===== config.mk =====
export PLATFORM = sky130hd
export DESIGN_NAME = fixed_block_pool_allocator_top
export DESIGN_NICKNAME = d
export VERILOG_FILES = /design/src/hw/rtl/fbpa_pkg.sv /design/src/hw/rtl/fbpa_div.sv /design/src/hw/rtl/fbpa_datapath.sv /design/src/hw/rtl/fbpa_ctrl.sv /design/src/hw/rtl/fixed_block_pool_allocator_top.sv
export SDC_FILE = /design/constraint.sdc
export NUM_CORES = 2
export LEC_CHECK = 0
export ABC_AREA = 1
export BUFFER_PORTS_ARGS = -buffer_cell sky130_fd_sc_hd__buf_2
export CAP_MARGIN = 40
export CORE_ASPECT_RATIO = 1.4
export CORE_MARGIN = 2
export CORE_UTILIZATION = 47
export CTS_BUF_LIST = sky130_fd_sc_hd__clkbuf_16
export DETAILED_ROUTE_END_ITERATION = 10
export PLACE_DENSITY = 0.68
export SETUP_SLACK_MARGIN = 0.5
export SYNTH_ARGS = -nofsm -noshare
export SYNTH_HDL_FRONTEND = slang
export SYNTH_HIERARCHICAL = 1
export SYNTH_SLANG_ARGS = --single-unit

===== constraint.sdc =====
create_clock -name clk -period 16.7 [get_ports clk]
set_input_delay 0.835 -clock clk [delete_from_list [all_inputs] [get_ports clk]]
set_output_delay 0.835 -clock clk [all_outputs]
set_load 0.02 [all_outputs]

===== src/hw/rtl/fbpa_pkg.sv =====
// shared types, codes and constants of the fixed block pool allocator
package fbpa_pkg;

    localparam int DEF_MAX_BLOCKS       = 256;
    localparam int DEF_QUARANTINE_DEPTH = 16;
    localparam int DEF_LINE_BYTES       = 32;

    // serial divider operand widths
    localparam int DIV_DVD_W = 33;
    localparam int DIV_DSR_W = 17;

    localparam int CFG_INDEX_W = 3;
    localparam int CFG_DATA_W  = 32;

    localparam logic [CFG_INDEX_W-1:0] CFG_POOL_BASE    = 3'd0;
    localparam logic [CFG_INDEX_W-1:0] CFG_POOL_SIZE    = 3'd1;
    localparam logic [CFG_INDEX_W-1:0] CFG_PAYLOAD_SIZE = 3'd2;
    localparam logic [CFG_INDEX_W-1:0] CFG_BLOCK_COUNT  = 3'd3;
    localparam logic [CFG_INDEX_W-1:0] CFG_QUAR_CAP     = 3'd4;

    localparam logic [1:0] MODE_ALLOC = 2'd0;
    localparam logic [1:0] MODE_FREE  = 2'd1;
    localparam logic [1:0] MODE_INIT  = 2'd2;

    localparam logic [2:0] ST_OK      = 3'd0;
    localparam logic [2:0] ST_EMPTY   = 3'd1;
    localparam logic [2:0] ST_TAKEN   = 3'd2;
    localparam logic [2:0] ST_BADADDR = 3'd3;
    localparam logic [2:0] ST_DOUBLE  = 3'd4;
    localparam logic [2:0] ST_NOMEM   = 3'd5;

    typedef enum logic [4:0] {
        OP_NONE,
        OP_ACCEPT,
        OP_DIV_CAP,
        OP_FAIL_NOMEM,
        OP_COMMIT,
        OP_END,
        OP_FILL,
        OP_RING_RD,
        OP_Q_TO_STACK,
        OP_POP,
        OP_EMPTY,
        OP_GOT_ID,
        OP_TAKEN,
        OP_ALLOC,
        OP_ADDR,
        OP_BAD,
        OP_DIV_ID,
        OP_ID,
        OP_DOUBLE,
        OP_FREE,
        OP_Q_WR
    } op_t;

    typedef struct packed {
        logic       div_done;
        logic       init_bad;
        logic       cap_short;
        logic       q_move;
        logic       q_full;
        logic       q_off;
        logic       stack_empty;
        logic       fill_last;
        logic       range_bad;
        logic       rem_nz;
        logic       map_set;
        logic [1:0] mode;
    } dp_stat_t;

endpackage


===== src/hw/rtl/fbpa_div.sv =====
// restoring divider, one quotient bit per cycle
module fbpa_div
(
    input  logic                           clk,
    input  logic                           rst_n,
    input  logic                           start,
    input  logic [fbpa_pkg::DIV_DVD_W-1:0] dividend,
    input  logic [fbpa_pkg::DIV_DSR_W-1:0] divisor,
    output logic                           done,
    output logic [fbpa_pkg::DIV_DVD_W-1:0] quotient,
    output logic [fbpa_pkg::DIV_DSR_W-1:0] remainder
);

    localparam int QW = fbpa_pkg::DIV_DVD_W;
    localparam int RW = fbpa_pkg::DIV_DSR_W;
    localparam int CW = $clog2(QW + 1);

    logic [QW-1:0] q_reg;
    logic [RW:0]   r_reg;
    logic [RW-1:0] d_reg;
    logic [CW-1:0] cnt_reg;
    logic          done_reg;
    logic [RW:0]   shifted;
    logic          ge;
    logic [RW:0]   r_next;

    assign shifted = {r_reg[RW-1:0], q_reg[QW-1]};
    assign ge      = shifted >= {1'b0, d_reg};
    assign r_next  = ge ? (shifted - {1'b0, d_reg}) : shifted;

    always_ff @(posedge clk or negedge rst_n)
    begin
        if (!rst_n)
        begin
            cnt_reg  <= '0;
            done_reg <= 1'b0;
        end
        else if (start)
        begin
            cnt_reg  <= CW'(QW);
            done_reg <= 1'b0;
        end
        else if (cnt_reg != '0)
        begin
            cnt_reg <= cnt_reg - CW'(1);
            if (cnt_reg == CW'(1))
            begin
                done_reg <= 1'b1;
            end
        end
    end

    always_ff @(posedge clk)
    begin
        if (start)
        begin
            q_reg <= dividend;
            r_reg <= '0;
            d_reg <= divisor;
        end
        else if (cnt_reg != '0)
        begin
            q_reg <= {q_reg[QW-2:0], ge};
            r_reg <= r_next;
        end
    end

    assign done      = done_reg;
    assign quotient  = q_reg;
    assign remainder = r_reg[RW-1:0];

endmodule


===== src/hw/rtl/fbpa_datapath.sv =====
// allocator datapath: configuration, stores, counters and the divider
module fbpa_datapath #(
    parameter int MAX_BLOCKS       = fbpa_pkg::DEF_MAX_BLOCKS,
    parameter int QUARANTINE_DEPTH = fbpa_pkg::DEF_QUARANTINE_DEPTH,
    parameter int LINE_BYTES       = fbpa_pkg::DEF_LINE_BYTES
)
(
    input  logic                             clk,
    input  logic                             rst_n,
    input  logic                             cfg_write,
    input  logic [fbpa_pkg::CFG_INDEX_W-1:0] cfg_index,
    input  logic [fbpa_pkg::CFG_DATA_W-1:0]  cfg_data,
    input  logic [1:0]                       mode,
    input  logic [31:0]                      free_address,
    input  fbpa_pkg::op_t                    op,
    output fbpa_pkg::dp_stat_t               stat,
    output logic [2:0]                       status,
    output logic [7:0]                       block_id,
    output logic [31:0]                      block_address,
    output logic [8:0]                       in_use,
    output logic [8:0]                       peak_in_use,
    output logic [31:0]                      alloc_ok_count,
    output logic [31:0]                      alloc_fail_count,
    output logic [31:0]                      free_ok_count,
    output logic [31:0]                      free_fail_count,
    output logic [31:0]                      double_free_count
);

    localparam int IDW = $clog2(MAX_BLOCKS);
    localparam int DW  = $clog2(MAX_BLOCKS + 1);
    localparam int QIW = (QUARANTINE_DEPTH > 1) ? $clog2(QUARANTINE_DEPTH) : 1;
    localparam int QFW = $clog2(QUARANTINE_DEPTH + 1);
    localparam int PW  = 16 + DW;
    localparam int DVW = fbpa_pkg::DIV_DVD_W;
    localparam int DSW = fbpa_pkg::DIV_DSR_W;

    logic [31:0] pool_base_reg;
    logic [31:0] pool_size_reg;
    logic [15:0] payload_size_reg;
    logic [8:0]  block_count_reg;
    logic [4:0]  quar_cap_reg;

    logic [1:0]     mode_reg;
    logic [31:0]    addr_reg;
    logic [31:0]    aligned_start_reg;
    logic [15:0]    stride_reg;
    logic [DW-1:0]  active_reg;
    logic [DVW-1:0] pool_end_reg;
    logic [PW-1:0]  prod_reg;
    logic [QFW-1:0] q_limit_reg;
    logic [QIW-1:0] q_rd_reg;
    logic [QIW-1:0] q_wr_reg;
    logic [QFW-1:0] q_fill_reg;
    logic [DW-1:0]  depth_reg;
    logic [DW-1:0]  fill_idx_reg;
    logic [DW-1:0]  in_use_reg;
    logic [DW-1:0]  peak_reg;
    logic [31:0]    alloc_ok_reg;
    logic [31:0]    alloc_fail_reg;
    logic [31:0]    free_ok_reg;
    logic [31:0]    free_fail_reg;
    logic [31:0]    double_reg;
    logic [IDW-1:0] id_reg;
    logic [2:0]     status_reg;
    logic [7:0]     id_out_reg;
    logic [31:0]    addr_out_reg;

    logic [IDW-1:0] stack_mem [MAX_BLOCKS];
    logic           map_mem   [MAX_BLOCKS];
    logic [IDW-1:0] ring_mem  [QUARANTINE_DEPTH];
    logic [IDW-1:0] stack_rdata_reg;
    logic           map_rdata_reg;
    logic [IDW-1:0] ring_rdata_reg;

    logic [DVW-1:0] align_dvd;
    logic [DVW-1:0] stride_dvd;
    logic [DVW-1:0] aligned_tmp;
    logic [DSW-1:0] stride_tmp;
    logic [DVW-1:0] lost;
    logic [DVW-1:0] cap_dvd;
    logic [31:0]    offset;
    logic           div_start;
    logic [DVW-1:0] div_dvd;
    logic [DSW-1:0] div_dsr;
    logic           div_done;
    logic [DVW-1:0] div_quot;
    logic [DSW-1:0] div_rem;
    logic           push_ok;
    logic [DW-1:0]  pop_idx;
    logic [QIW-1:0] q_rd_next;
    logic [QIW-1:0] q_wr_next;
    logic [DW-1:0]  in_use_inc;

    // round up to a whole line with a mask, the line size being a power of two
    assign align_dvd   = {1'b0, pool_base_reg} + DVW'(LINE_BYTES - 1);
    assign stride_dvd  = DVW'(payload_size_reg) + DVW'(LINE_BYTES - 1);
    assign aligned_tmp = align_dvd & ~DVW'(LINE_BYTES - 1);
    assign stride_tmp  = DSW'(stride_dvd & ~DVW'(LINE_BYTES - 1));
    assign lost        = aligned_tmp - {1'b0, pool_base_reg};
    assign cap_dvd     = {1'b0, pool_size_reg} - lost;
    assign offset      = addr_reg - aligned_start_reg;

    always_comb
    begin
        div_start = 1'b0;
        unique case (op)
            fbpa_pkg::OP_DIV_CAP:
            begin
                div_start = 1'b1;
                div_dvd   = cap_dvd;
                div_dsr   = stride_tmp;
            end
            default:
            begin
                div_start = (op == fbpa_pkg::OP_DIV_ID);
                div_dvd   = {1'b0, offset};
                div_dsr   = {1'b0, stride_reg};
            end
        endcase
    end

    fbpa_div u_div (
        .clk       (clk),
        .rst_n     (rst_n),
        .start     (div_start),
        .dividend  (div_dvd),
        .divisor   (div_dsr),
        .done      (div_done),
        .quotient  (div_quot),
        .remainder (div_rem)
    );

    assign push_ok    = depth_reg < DW'(MAX_BLOCKS);
    assign pop_idx    = depth_reg - DW'(1);
    assign in_use_inc = in_use_reg + DW'(1);
    // ring pointers wrap at the configured limit, not the store depth
    assign q_rd_next  = (QFW'(q_rd_reg) + QFW'(1) == q_limit_reg) ? '0 : q_rd_reg + QIW'(1);
    assign q_wr_next  = (QFW'(q_wr_reg) + QFW'(1) == q_limit_reg) ? '0 : q_wr_reg + QIW'(1);

    always_comb
    begin
        stat.div_done    = div_done;
        stat.init_bad    = (block_count_reg == '0) || (payload_size_reg == '0)
                           || (pool_size_reg == '0) || (lost >= {1'b0, pool_size_reg})
                           || (stride_tmp > DSW'(65535))
                           || ({23'b0, block_count_reg} > 32'(MAX_BLOCKS));
        stat.cap_short   = div_quot < DVW'(block_count_reg);
        stat.q_move      = (q_fill_reg != '0) && (q_limit_reg != '0);
        stat.q_full      = q_fill_reg >= q_limit_reg;
        stat.q_off       = q_limit_reg == '0;
        stat.stack_empty = depth_reg == '0;
        stat.fill_last   = (fill_idx_reg + DW'(1)) == active_reg;
        stat.range_bad   = ({1'b0, addr_reg} < {1'b0, aligned_start_reg})
                           || ({1'b0, addr_reg} >= pool_end_reg);
        stat.rem_nz      = div_rem != '0;
        stat.map_set     = map_rdata_reg;
        stat.mode        = mode_reg;
    end

    always_ff @(posedge clk or negedge rst_n)
    begin
        if (!rst_n)
        begin
            pool_base_reg    <= '0;
            pool_size_reg    <= 32'd8192;
            payload_size_reg <= 16'd32;
            block_count_reg  <= 9'd256;
            quar_cap_reg     <= '0;
        end
        else if (cfg_write)
        begin
            unique case (cfg_index)
                fbpa_pkg::CFG_POOL_BASE:    pool_base_reg    <= cfg_data;
                fbpa_pkg::CFG_POOL_SIZE:    pool_size_reg    <= cfg_data;
                fbpa_pkg::CFG_PAYLOAD_SIZE: payload_size_reg <= cfg_data[15:0];
                fbpa_pkg::CFG_BLOCK_COUNT:  block_count_reg  <= cfg_data[8:0];
                fbpa_pkg::CFG_QUAR_CAP:     quar_cap_reg     <= cfg_data[4:0];
                default: ;
            endcase
        end
    end

    // stores: no reset, entries are written before they are read
    always_ff @(posedge clk)
    begin
        unique case (op)
            fbpa_pkg::OP_FILL:
            begin
                stack_mem[fill_idx_reg[IDW-1:0]] <= fill_idx_reg[IDW-1:0];
                map_mem[fill_idx_reg[IDW-1:0]]   <= 1'b0;
            end
            fbpa_pkg::OP_RING_RD:    ring_rdata_reg <= ring_mem[q_rd_reg];
            fbpa_pkg::OP_Q_TO_STACK:
            begin
                if (push_ok)
                begin
                    stack_mem[depth_reg[IDW-1:0]] <= ring_rdata_reg;
                end
            end
            fbpa_pkg::OP_POP:        stack_rdata_reg <= stack_mem[pop_idx[IDW-1:0]];
            fbpa_pkg::OP_GOT_ID:     map_rdata_reg   <= map_mem[stack_rdata_reg];
            fbpa_pkg::OP_ID:         map_rdata_reg   <= map_mem[div_quot[IDW-1:0]];
            fbpa_pkg::OP_ALLOC:      map_mem[id_reg] <= 1'b1;
            fbpa_pkg::OP_FREE:
            begin
                map_mem[id_reg] <= 1'b0;
                if (stat.q_off && push_ok)
                begin
                    stack_mem[depth_reg[IDW-1:0]] <= id_reg;
                end
            end
            fbpa_pkg::OP_Q_WR:       ring_mem[q_wr_reg] <= id_reg;
            default: ;
        endcase
    end

    always_ff @(posedge clk or negedge rst_n)
    begin
        if (!rst_n)
        begin
            aligned_start_reg <= '0;
            stride_reg        <= 16'(LINE_BYTES);
            active_reg        <= '0;
            pool_end_reg      <= '0;
            q_limit_reg       <= '0;
            q_rd_reg          <= '0;
            q_wr_reg          <= '0;
            q_fill_reg        <= '0;
            depth_reg         <= '0;
            fill_idx_reg      <= '0;
            in_use_reg        <= '0;
            peak_reg          <= '0;
            alloc_ok_reg      <= '0;
            alloc_fail_reg    <= '0;
            free_ok_reg       <= '0;
            free_fail_reg     <= '0;
            double_reg        <= '0;
            mode_reg          <= '0;
            status_reg        <= fbpa_pkg::ST_OK;
            id_out_reg        <= '0;
            addr_out_reg      <= '0;
        end
        else
        begin
            unique case (op)
                fbpa_pkg::OP_ACCEPT:
                begin
                    mode_reg     <= mode;
                    status_reg   <= fbpa_pkg::ST_OK;
                    id_out_reg   <= '0;
                    addr_out_reg <= '0;
                end
                fbpa_pkg::OP_FAIL_NOMEM: status_reg <= fbpa_pkg::ST_NOMEM;
                fbpa_pkg::OP_COMMIT:
                begin
                    aligned_start_reg <= aligned_tmp[31:0];
                    stride_reg        <= stride_tmp[15:0];
                    active_reg        <= DW'(block_count_reg);
                    q_limit_reg       <= ({27'b0, quar_cap_reg} > 32'(QUARANTINE_DEPTH))
                                         ? QFW'(QUARANTINE_DEPTH) : QFW'(quar_cap_reg);
                    q_rd_reg          <= '0;
                    q_wr_reg          <= '0;
                    q_fill_reg        <= '0;
                    depth_reg         <= '0;
                    fill_idx_reg      <= '0;
                    in_use_reg        <= '0;
                    peak_reg          <= '0;
                    alloc_ok_reg      <= '0;
                    alloc_fail_reg    <= '0;
                    free_ok_reg       <= '0;
                    free_fail_reg     <= '0;
                    double_reg        <= '0;
                end
                fbpa_pkg::OP_END:
                begin
                    pool_end_reg <= {1'b0, aligned_start_reg} + DVW'(prod_reg);
                end
                fbpa_pkg::OP_FILL:
                begin
                    fill_idx_reg <= fill_idx_reg + DW'(1);
                    depth_reg    <= fill_idx_reg + DW'(1);
                end
                fbpa_pkg::OP_Q_TO_STACK:
                begin
                    q_rd_reg   <= q_rd_next;
                    q_fill_reg <= q_fill_reg - QFW'(1);
                    if (push_ok)
                    begin
                        depth_reg <= depth_reg + DW'(1);
                    end
                end
                fbpa_pkg::OP_POP:        depth_reg <= pop_idx;
                fbpa_pkg::OP_EMPTY:
                begin
                    status_reg     <= fbpa_pkg::ST_EMPTY;
                    alloc_fail_reg <= alloc_fail_reg + 32'd1;
                end
                fbpa_pkg::OP_TAKEN:
                begin
                    status_reg     <= fbpa_pkg::ST_TAKEN;
                    alloc_fail_reg <= alloc_fail_reg + 32'd1;
                end
                fbpa_pkg::OP_ALLOC:
                begin
                    in_use_reg   <= in_use_inc;
                    peak_reg     <= (in_use_inc > peak_reg) ? in_use_inc : peak_reg;
                    alloc_ok_reg <= alloc_ok_reg + 32'd1;
                    id_out_reg   <= 8'(id_reg);
                end
                fbpa_pkg::OP_ADDR:
                begin
                    addr_out_reg <= aligned_start_reg + 32'(prod_reg);
                end
                fbpa_pkg::OP_BAD:
                begin
                    status_reg    <= fbpa_pkg::ST_BADADDR;
                    free_fail_reg <= free_fail_reg + 32'd1;
                end
                fbpa_pkg::OP_DOUBLE:
                begin
                    status_reg <= fbpa_pkg::ST_DOUBLE;
                    double_reg <= double_reg + 32'd1;
                end
                fbpa_pkg::OP_FREE:
                begin
                    if (in_use_reg != '0)
                    begin
                        in_use_reg <= in_use_reg - DW'(1);
                    end
                    free_ok_reg <= free_ok_reg + 32'd1;
                    id_out_reg  <= 8'(id_reg);
                    if (stat.q_off && push_ok)
                    begin
                        depth_reg <= depth_reg + DW'(1);
                    end
                end
                fbpa_pkg::OP_Q_WR:
                begin
                    q_wr_reg   <= q_wr_next;
                    q_fill_reg <= q_fill_reg + QFW'(1);
                end
                default: ;
            endcase
        end
    end

    // payload-only registers
    always_ff @(posedge clk)
    begin
        unique case (op)
            fbpa_pkg::OP_ACCEPT:     addr_reg <= free_address;
            fbpa_pkg::OP_COMMIT:
            begin
                prod_reg <= PW'(PW'(stride_tmp[15:0]) * PW'(DW'(block_count_reg)));
            end
            fbpa_pkg::OP_GOT_ID:     id_reg <= stack_rdata_reg;
            fbpa_pkg::OP_ALLOC:      prod_reg <= PW'(PW'(id_reg) * PW'(stride_reg));
            fbpa_pkg::OP_ID:         id_reg <= div_quot[IDW-1:0];
            default: ;
        endcase
    end

    assign status            = status_reg;
    assign block_id          = id_out_reg;
    assign block_address     = addr_out_reg;
    assign in_use            = 9'(in_use_reg);
    assign peak_in_use       = 9'(peak_reg);
    assign alloc_ok_count    = alloc_ok_reg;
    assign alloc_fail_count  = alloc_fail_reg;
    assign free_ok_count     = free_ok_reg;
    assign free_fail_count   = free_fail_reg;
    assign double_free_count = double_reg;

endmodule


===== src/hw/rtl/fbpa_ctrl.sv =====
// allocator sequencer: steps the datapath through init, alloc and free
module fbpa_ctrl
(
    input  logic               clk,
    input  logic               rst_n,
    input  logic               in_valid,
    output logic               in_stall,
    output logic               out_valid,
    input  logic               out_stall,
    input  fbpa_pkg::dp_stat_t stat,
    output fbpa_pkg::op_t      op
);

    typedef enum logic [4:0] {
        S_IDLE,
        S_DISPATCH,
        S_I_CHK,
        S_I_WC,
        S_I_END,
        S_I_FILL,
        S_A_Q,
        S_A_QPUSH,
        S_A_POP,
        S_A_MAP,
        S_A_CHK,
        S_A_ADDR,
        S_F_CHK,
        S_F_WAIT,
        S_F_MAP,
        S_F_QRD,
        S_F_QMOVE,
        S_F_QWR,
        S_OUT
    } state_t;

    state_t state_reg;
    state_t state_next;

    always_comb
    begin
        op         = fbpa_pkg::OP_NONE;
        state_next = state_reg;
        unique case (state_reg)
            S_IDLE:
            begin
                if (in_valid)
                begin
                    op         = fbpa_pkg::OP_ACCEPT;
                    state_next = S_DISPATCH;
                end
            end
            S_DISPATCH:
            begin
                unique case (stat.mode)
                    fbpa_pkg::MODE_INIT:  state_next = S_I_CHK;
                    fbpa_pkg::MODE_ALLOC: state_next = S_A_Q;
                    fbpa_pkg::MODE_FREE:  state_next = S_F_CHK;
                    default:              state_next = S_OUT;
                endcase
            end
            S_I_CHK:
            begin
                if (stat.init_bad)
                begin
                    op         = fbpa_pkg::OP_FAIL_NOMEM;
                    state_next = S_OUT;
                end
                else
                begin
                    op         = fbpa_pkg::OP_DIV_CAP;
                    state_next = S_I_WC;
                end
            end
            S_I_WC:
            begin
                if (stat.div_done)
                begin
                    if (stat.cap_short)
                    begin
                        op         = fbpa_pkg::OP_FAIL_NOMEM;
                        state_next = S_OUT;
                    end
                    else
                    begin
                        op         = fbpa_pkg::OP_COMMIT;
                        state_next = S_I_END;
                    end
                end
            end
            S_I_END:
            begin
                op         = fbpa_pkg::OP_END;
                state_next = S_I_FILL;
            end
            S_I_FILL:
            begin
                op = fbpa_pkg::OP_FILL;
                if (stat.fill_last)
                begin
                    state_next = S_OUT;
                end
            end
            S_A_Q:
            begin
                if (stat.q_move)
                begin
                    op         = fbpa_pkg::OP_RING_RD;
                    state_next = S_A_QPUSH;
                end
                else
                begin
                    state_next = S_A_POP;
                end
            end
            S_A_QPUSH:
            begin
                op         = fbpa_pkg::OP_Q_TO_STACK;
                state_next = S_A_POP;
            end
            S_A_POP:
            begin
                if (stat.stack_empty)
                begin
                    op         = fbpa_pkg::OP_EMPTY;
                    state_next = S_OUT;
                end
                else
                begin
                    op         = fbpa_pkg::OP_POP;
                    state_next = S_A_MAP;
                end
            end
            S_A_MAP:
            begin
                op         = fbpa_pkg::OP_GOT_ID;
                state_next = S_A_CHK;
            end
            S_A_CHK:
            begin
                if (stat.map_set)
                begin
                    op         = fbpa_pkg::OP_TAKEN;
                    state_next = S_OUT;
                end
                else
                begin
                    op         = fbpa_pkg::OP_ALLOC;
                    state_next = S_A_ADDR;
                end
            end
            S_A_ADDR:
            begin
                op         = fbpa_pkg::OP_ADDR;
                state_next = S_OUT;
            end
            S_F_CHK:
            begin
                if (stat.range_bad)
                begin
                    op         = fbpa_pkg::OP_BAD;
                    state_next = S_OUT;
                end
                else
                begin
                    op         = fbpa_pkg::OP_DIV_ID;
                    state_next = S_F_WAIT;
                end
            end
            S_F_WAIT:
            begin
                if (stat.div_done)
                begin
                    if (stat.rem_nz)
                    begin
                        op         = fbpa_pkg::OP_BAD;
                        state_next = S_OUT;
                    end
                    else
                    begin
                        op         = fbpa_pkg::OP_ID;
                        state_next = S_F_MAP;
                    end
                end
            end
            S_F_MAP:
            begin
                if (!stat.map_set)
                begin
                    op         = fbpa_pkg::OP_DOUBLE;
                    state_next = S_OUT;
                end
                else
                begin
                    op = fbpa_pkg::OP_FREE;
                    priority if (stat.q_off)
                    begin
                        state_next = S_OUT;
                    end
                    else if (stat.q_full)
                    begin
                        state_next = S_F_QRD;
                    end
                    else
                    begin
                        state_next = S_F_QWR;
                    end
                end
            end
            S_F_QRD:
            begin
                op         = fbpa_pkg::OP_RING_RD;
                state_next = S_F_QMOVE;
            end
            S_F_QMOVE:
            begin
                op         = fbpa_pkg::OP_Q_TO_STACK;
                state_next = S_F_QWR;
            end
            S_F_QWR:
            begin
                op         = fbpa_pkg::OP_Q_WR;
                state_next = S_OUT;
            end
            S_OUT:
            begin
                if (!out_stall)
                begin
                    state_next = S_IDLE;
                end
            end
            default: state_next = S_IDLE;
        endcase
    end

    always_ff @(posedge clk or negedge rst_n)
    begin
        if (!rst_n)
        begin
            state_reg <= S_IDLE;
        end
        else
        begin
            state_reg <= state_next;
        end
    end

    assign in_stall  = state_reg != S_IDLE;
    assign out_valid = state_reg == S_OUT;

endmodule


===== src/hw/rtl/fixed_block_pool_allocator_top.sv =====
// top level of the fixed block pool allocator
//
// Handles one request at a time and holds its result on the output until it
// is taken. An allocate does registered reads of the quarantine ring, when a
// quarantined block is moved back first, then of the free stack and the
// allocation map in turn, and stops before the stack read when the stack is
// empty. A free needs no division when the address lies outside the pool;
// otherwise the one-bit-per-cycle divider turns the pool offset into a block
// id, and quarantine work may follow. An initialize needs no division when
// the configuration is rejected outright; otherwise one division gives the
// capacity, the request ends there when too few blocks fit, and else the
// free stack is filled and the allocation map cleared, one block at a time.
// Line rounding is done with a mask, so LINE_BYTES must be a power of two.
// The stores need no clearing pass after reset. Configuration is latched
// only by an initialize request.
module fixed_block_pool_allocator_top #(
    parameter int MAX_BLOCKS       = fbpa_pkg::DEF_MAX_BLOCKS,
    parameter int QUARANTINE_DEPTH = fbpa_pkg::DEF_QUARANTINE_DEPTH,
    parameter int LINE_BYTES       = fbpa_pkg::DEF_LINE_BYTES
)
(
    input  logic                             clk,
    input  logic                             rst_n,
    input  logic                             cfg_write,
    input  logic [fbpa_pkg::CFG_INDEX_W-1:0] cfg_index,
    input  logic [fbpa_pkg::CFG_DATA_W-1:0]  cfg_data,
    input  logic                             in_valid,
    output logic                             in_stall,
    input  logic [1:0]                       mode,
    input  logic [31:0]                      free_address,
    output logic                             out_valid,
    input  logic                             out_stall,
    output logic [2:0]                       status,
    output logic [7:0]                       block_id,
    output logic [31:0]                      block_address,
    output logic [8:0]                       in_use,
    output logic [8:0]                       peak_in_use,
    output logic [31:0]                      alloc_ok_count,
    output logic [31:0]                      alloc_fail_count,
    output logic [31:0]                      free_ok_count,
    output logic [31:0]                      free_fail_count,
    output logic [31:0]                      double_free_count
);

    fbpa_pkg::op_t      op;
    fbpa_pkg::dp_stat_t stat;

    fbpa_ctrl u_ctrl (
        .clk       (clk),
        .rst_n     (rst_n),
        .in_valid  (in_valid),
        .in_stall  (in_stall),
        .out_valid (out_valid),
        .out_stall (out_stall),
        .stat      (stat),
        .op        (op)
    );

    fbpa_datapath #(
        .MAX_BLOCKS       (MAX_BLOCKS),
        .QUARANTINE_DEPTH (QUARANTINE_DEPTH),
        .LINE_BYTES       (LINE_BYTES)
    ) u_datapath (
        .clk               (clk),
        .rst_n             (rst_n),
        .cfg_write         (cfg_write),
        .cfg_index         (cfg_index),
        .cfg_data          (cfg_data),
        .mode              (mode),
        .free_address      (free_address),
        .op                (op),
        .stat              (stat),
        .status            (status),
        .block_id          (block_id),
        .block_address     (block_address),
        .in_use            (in_use),
        .peak_in_use       (peak_in_use),
        .alloc_ok_count    (alloc_ok_count),
        .alloc_fail_count  (alloc_fail_count),
        .free_ok_count     (free_ok_count),
        .free_fail_count   (free_fail_count),
        .double_free_count (double_free_count)
    );

    // no request is taken while a result is pending
    a_no_accept_with_result: assert property (@(posedge clk) disable iff (!rst_n)
        out_valid |-> in_stall)
        else $error("request accepted while a result is pending");

    // a result never appears in the cycle right after a request is taken
    a_result_not_immediate: assert property (@(posedge clk) disable iff (!rst_n)
        (in_valid && !in_stall) |=> !out_valid)
        else $error("result shown before the request was processed");

    // the peak level never falls below the current level
    a_peak_covers_use: assert property (@(posedge clk) disable iff (!rst_n)
        out_valid |-> (in_use <= peak_in_use))
        else $error("in_use above peak_in_use");

endmodule

==> reports/qor.yml <==
layout.nets: 14700
cellLeakagePower_nw: 60.5
firstDrtPassIters: 7
finalSetupViolCount: 0
gp_congestion: 1.01
netlist_area_mm2: 0.143
critPathCaptureType: "flop"
r2r_slack_ns: 6.41
power.density_mw_per_mm2: 221
ys_types: 72
grt_overflow: 0
status: "completed"
yosysSeqAreaShare: 0.618
track_usage: 0.281
slowest_delay_ns: 0.76
clock_latency_ns: 0.90
wl_per_cell_um: 24.2
path_clk_slew_ns: 0.06
antenna_found_initial: 7
die_x_um: 470
yosysWarnings: 6
numCtsBuffers: 298
internal_power_mw: 18.3
utilization: 0.523
cts_buffer_depth: 4
synth-edff-count: 2559
period_needed_ns: 10.29
finClkSkew_ns: 0.0628
ys_top_cells_by_count: "edfxtp_1, nand2_1, nor2_1, o21ai_0, nand3_1"
dieArea_mm2: 0.308
maxCapViolCount: 0
slew_viol_final: 0
maxSlewHeadroom: 0.195
num_io_pins: 297
start_kind: "flop"
core_mm2: 0.302
ant_nets: 0
fill_cells: 26400
die_h_um: 656
path_class: "reg2reg"
rows: 239
clkPwrFrac: 0.193
finalInstanceArea_mm2: 0.158
viasPerCell: 5.88
cp_data_required_time_ns: 17.19
yosysMostFrequentCell: "edfxtp_1"
areaGrowthSynthToFinish_pct: 10.9
p_sw_frac: 0.476
dp_hpwl_mm: 294
crit_arrival_ns: 10.78
worst_pin_slew_ns: 1.21
drcViolationCount: 0
dp.cells: 17900
cts_setup_buffers: 0
slowest_stage: "nor2_1"
synthArstFlopShare: 0.144
stdcell_count: 18400
switchingPower_mw: 16.7
multi_input_area_mm2: 0.0480
netlist_top_cells_area: "edfxtp_1, dfrtp_1, o21ai_0, nand2_1, nor2_1"
clockRootBuffer: "clkbuf_16"
p_seq_frac: 0.299
hold_viol: 0
fmax_mhz: 97.2
routed_wl_mm: 446
grt_pass1_wl_mm: 655
drt-initial-drc-count: 12100
synthCells: 14200
io_buffers: 291
pwr-share-comb: 0.508
rsz0062_at_grt: "no"
register_area_mm2: 0.0881
cts_tree: "done"
synth-seq-cells: 3011
num_vias: 108000
grt_max_degree: 259
cts.sinks: 3011
drive_gt1_frac: 0.0775
hold_class: "in2reg"
peakVddDrop_mv: 0.398
syn_avg_cell_area_um2: 10.1
cts_max_level: 5
yosysTopAreaCellShare: 0.539
grt_pass1_vias: 105000
finalSetupTns_ns: 0
ys.flop_type: "edfxtp_1"
period_share: 0.616
crit_fanout: 20
largest_reg_flops: 2048
placed_area_mm2: 0.148
yosysTopAreaCell: "edfxtp_1"
initial_core_util: 0.472
## critical path, delay by kind of cell, from the launching register on
| kind | cells | cell delay, ns |
|---|---|---|
| xor gates and xnor gates | 1 | 0.21 |
| buffers and inverters | 10 | 1.18 |
| adders and majority gates | 3 | 0.83 |
| and+or+nand+nor | 33 | 6.64 |
| AOI/OAI and AO/OA | 2 | 0.61 |
| DFF | 1 | 0.43 |
## power groups by stage
stage / registers [mW] / logic [mW] / clock network, mW
3_5_place_dp: 10.6 / 17.3 / 0
5_1_grt: 10.5 / 19.0 / 7.14
4_1_cts: 10.4 / 17.4 / 6.85
2_1_floorplan: 10.9 / 10.4 / 0
3_3_place_gp: 10.6 / 17.0 / 0
6_report: 10.5 / 17.8 / 6.77
## routing by layer
metal  track usage  part of all wire  up-vias
met5             0          0.000083        -
met4         0.199             0.081        6
met3        0.0415             0.078     1354
li1              -                 -    49300
met2         0.482              0.49     5456
met1         0.322              0.35    52000
## logic make-up (layout without fill, tap and decap cells)
logic type / count (synthesis) / in the layout / synth area share
other: 1 / 18 / 0.0000263
AOI/OAI and AO/OA: 2916 / 2916 / 0.111
and+or+nand+nor: 5923 / 5923 / 0.171
DFF: 3011 / 3011 / 0.618
adders and majority gates: 397 / 397 / 0.0413
muxes: 41 / 41 / 0.00290
xor gates and xnor gates: 133 / 133 / 0.00817
buffers and inverters: 1733 / 1983 / 0.0472
## final timing paths
path | start | to | cells past startpoint
worst max-delay path | u_datapath/pool_base_reg[0]$_DFFE_PN0P_ | u_datapath/stack_mem[81][7]$_DFFE_PP_ | 49
worst min-delay path | free_address[5] | u_datapath/addr_reg[5]$_DFFE_PP_ | 1
worst max register to register | u_datapath/pool_base_reg[0]$_DFFE_PN0P_ | u_datapath/stack_mem[81][7]$_DFFE_PP_ | 49
worst min register to register | u_datapath/alloc_fail_count[31]$_DFFE_PN0P_ | u_datapath/alloc_fail_count[31]$_DFFE_PN0P_ | 1
max in group asynchronous | rst_n | u_datapath/alloc_fail_count[29]$_DFFE_PN0P_ | 6
min in group asynchronous | rst_n | u_datapath/payload_size_reg[2]$_DFFE_PN0P_ | 2
## metrics by stage
step	setup WS, ns	hold slack, ns	power (mW)
2_1_floorplan	2.93	0.449	21.3
3_3_place_gp	6.40	0.449	27.6
3_5_place_dp	6.67	0.461	27.9
4_1_cts	6.63	0.0816	34.7
5_1_grt	5.47	0.0985	36.6
6_report	6.41	0.139	35.0
## final cells by class
type	count	share of cell area
timing repair buffer	493	0.0234
sequential	3011	0.557
multi-input combinational	9420	0.304
antenna	8	0.000127
tap	3976	0.0315
clock buffer	303	0.0479
inverter	964	0.0231
clock inverter	223	0.0133
## cell usage in the layout (no fill, tap or decap), types with 292 or more instances in the layout
master / count
nand2_1: 2318
nor2_1: 2229
o22ai_1: 627
buf_2: 292
o21ai_0: 1757
inv_1: 950
dfrtp_1: 429
a21oi_1: 349
edfxtp_1: 2559
nand3_1: 1015
clkbuf_16: 303
## what timing repair did
action	CTS	global route
endpoints found under the hold margin	8	0
endpoints found under the setup margin	0	0
hold buffers	1	0
gates resized for setup	0	0
No activity file was read; power rests on OpenSTA's default activity.
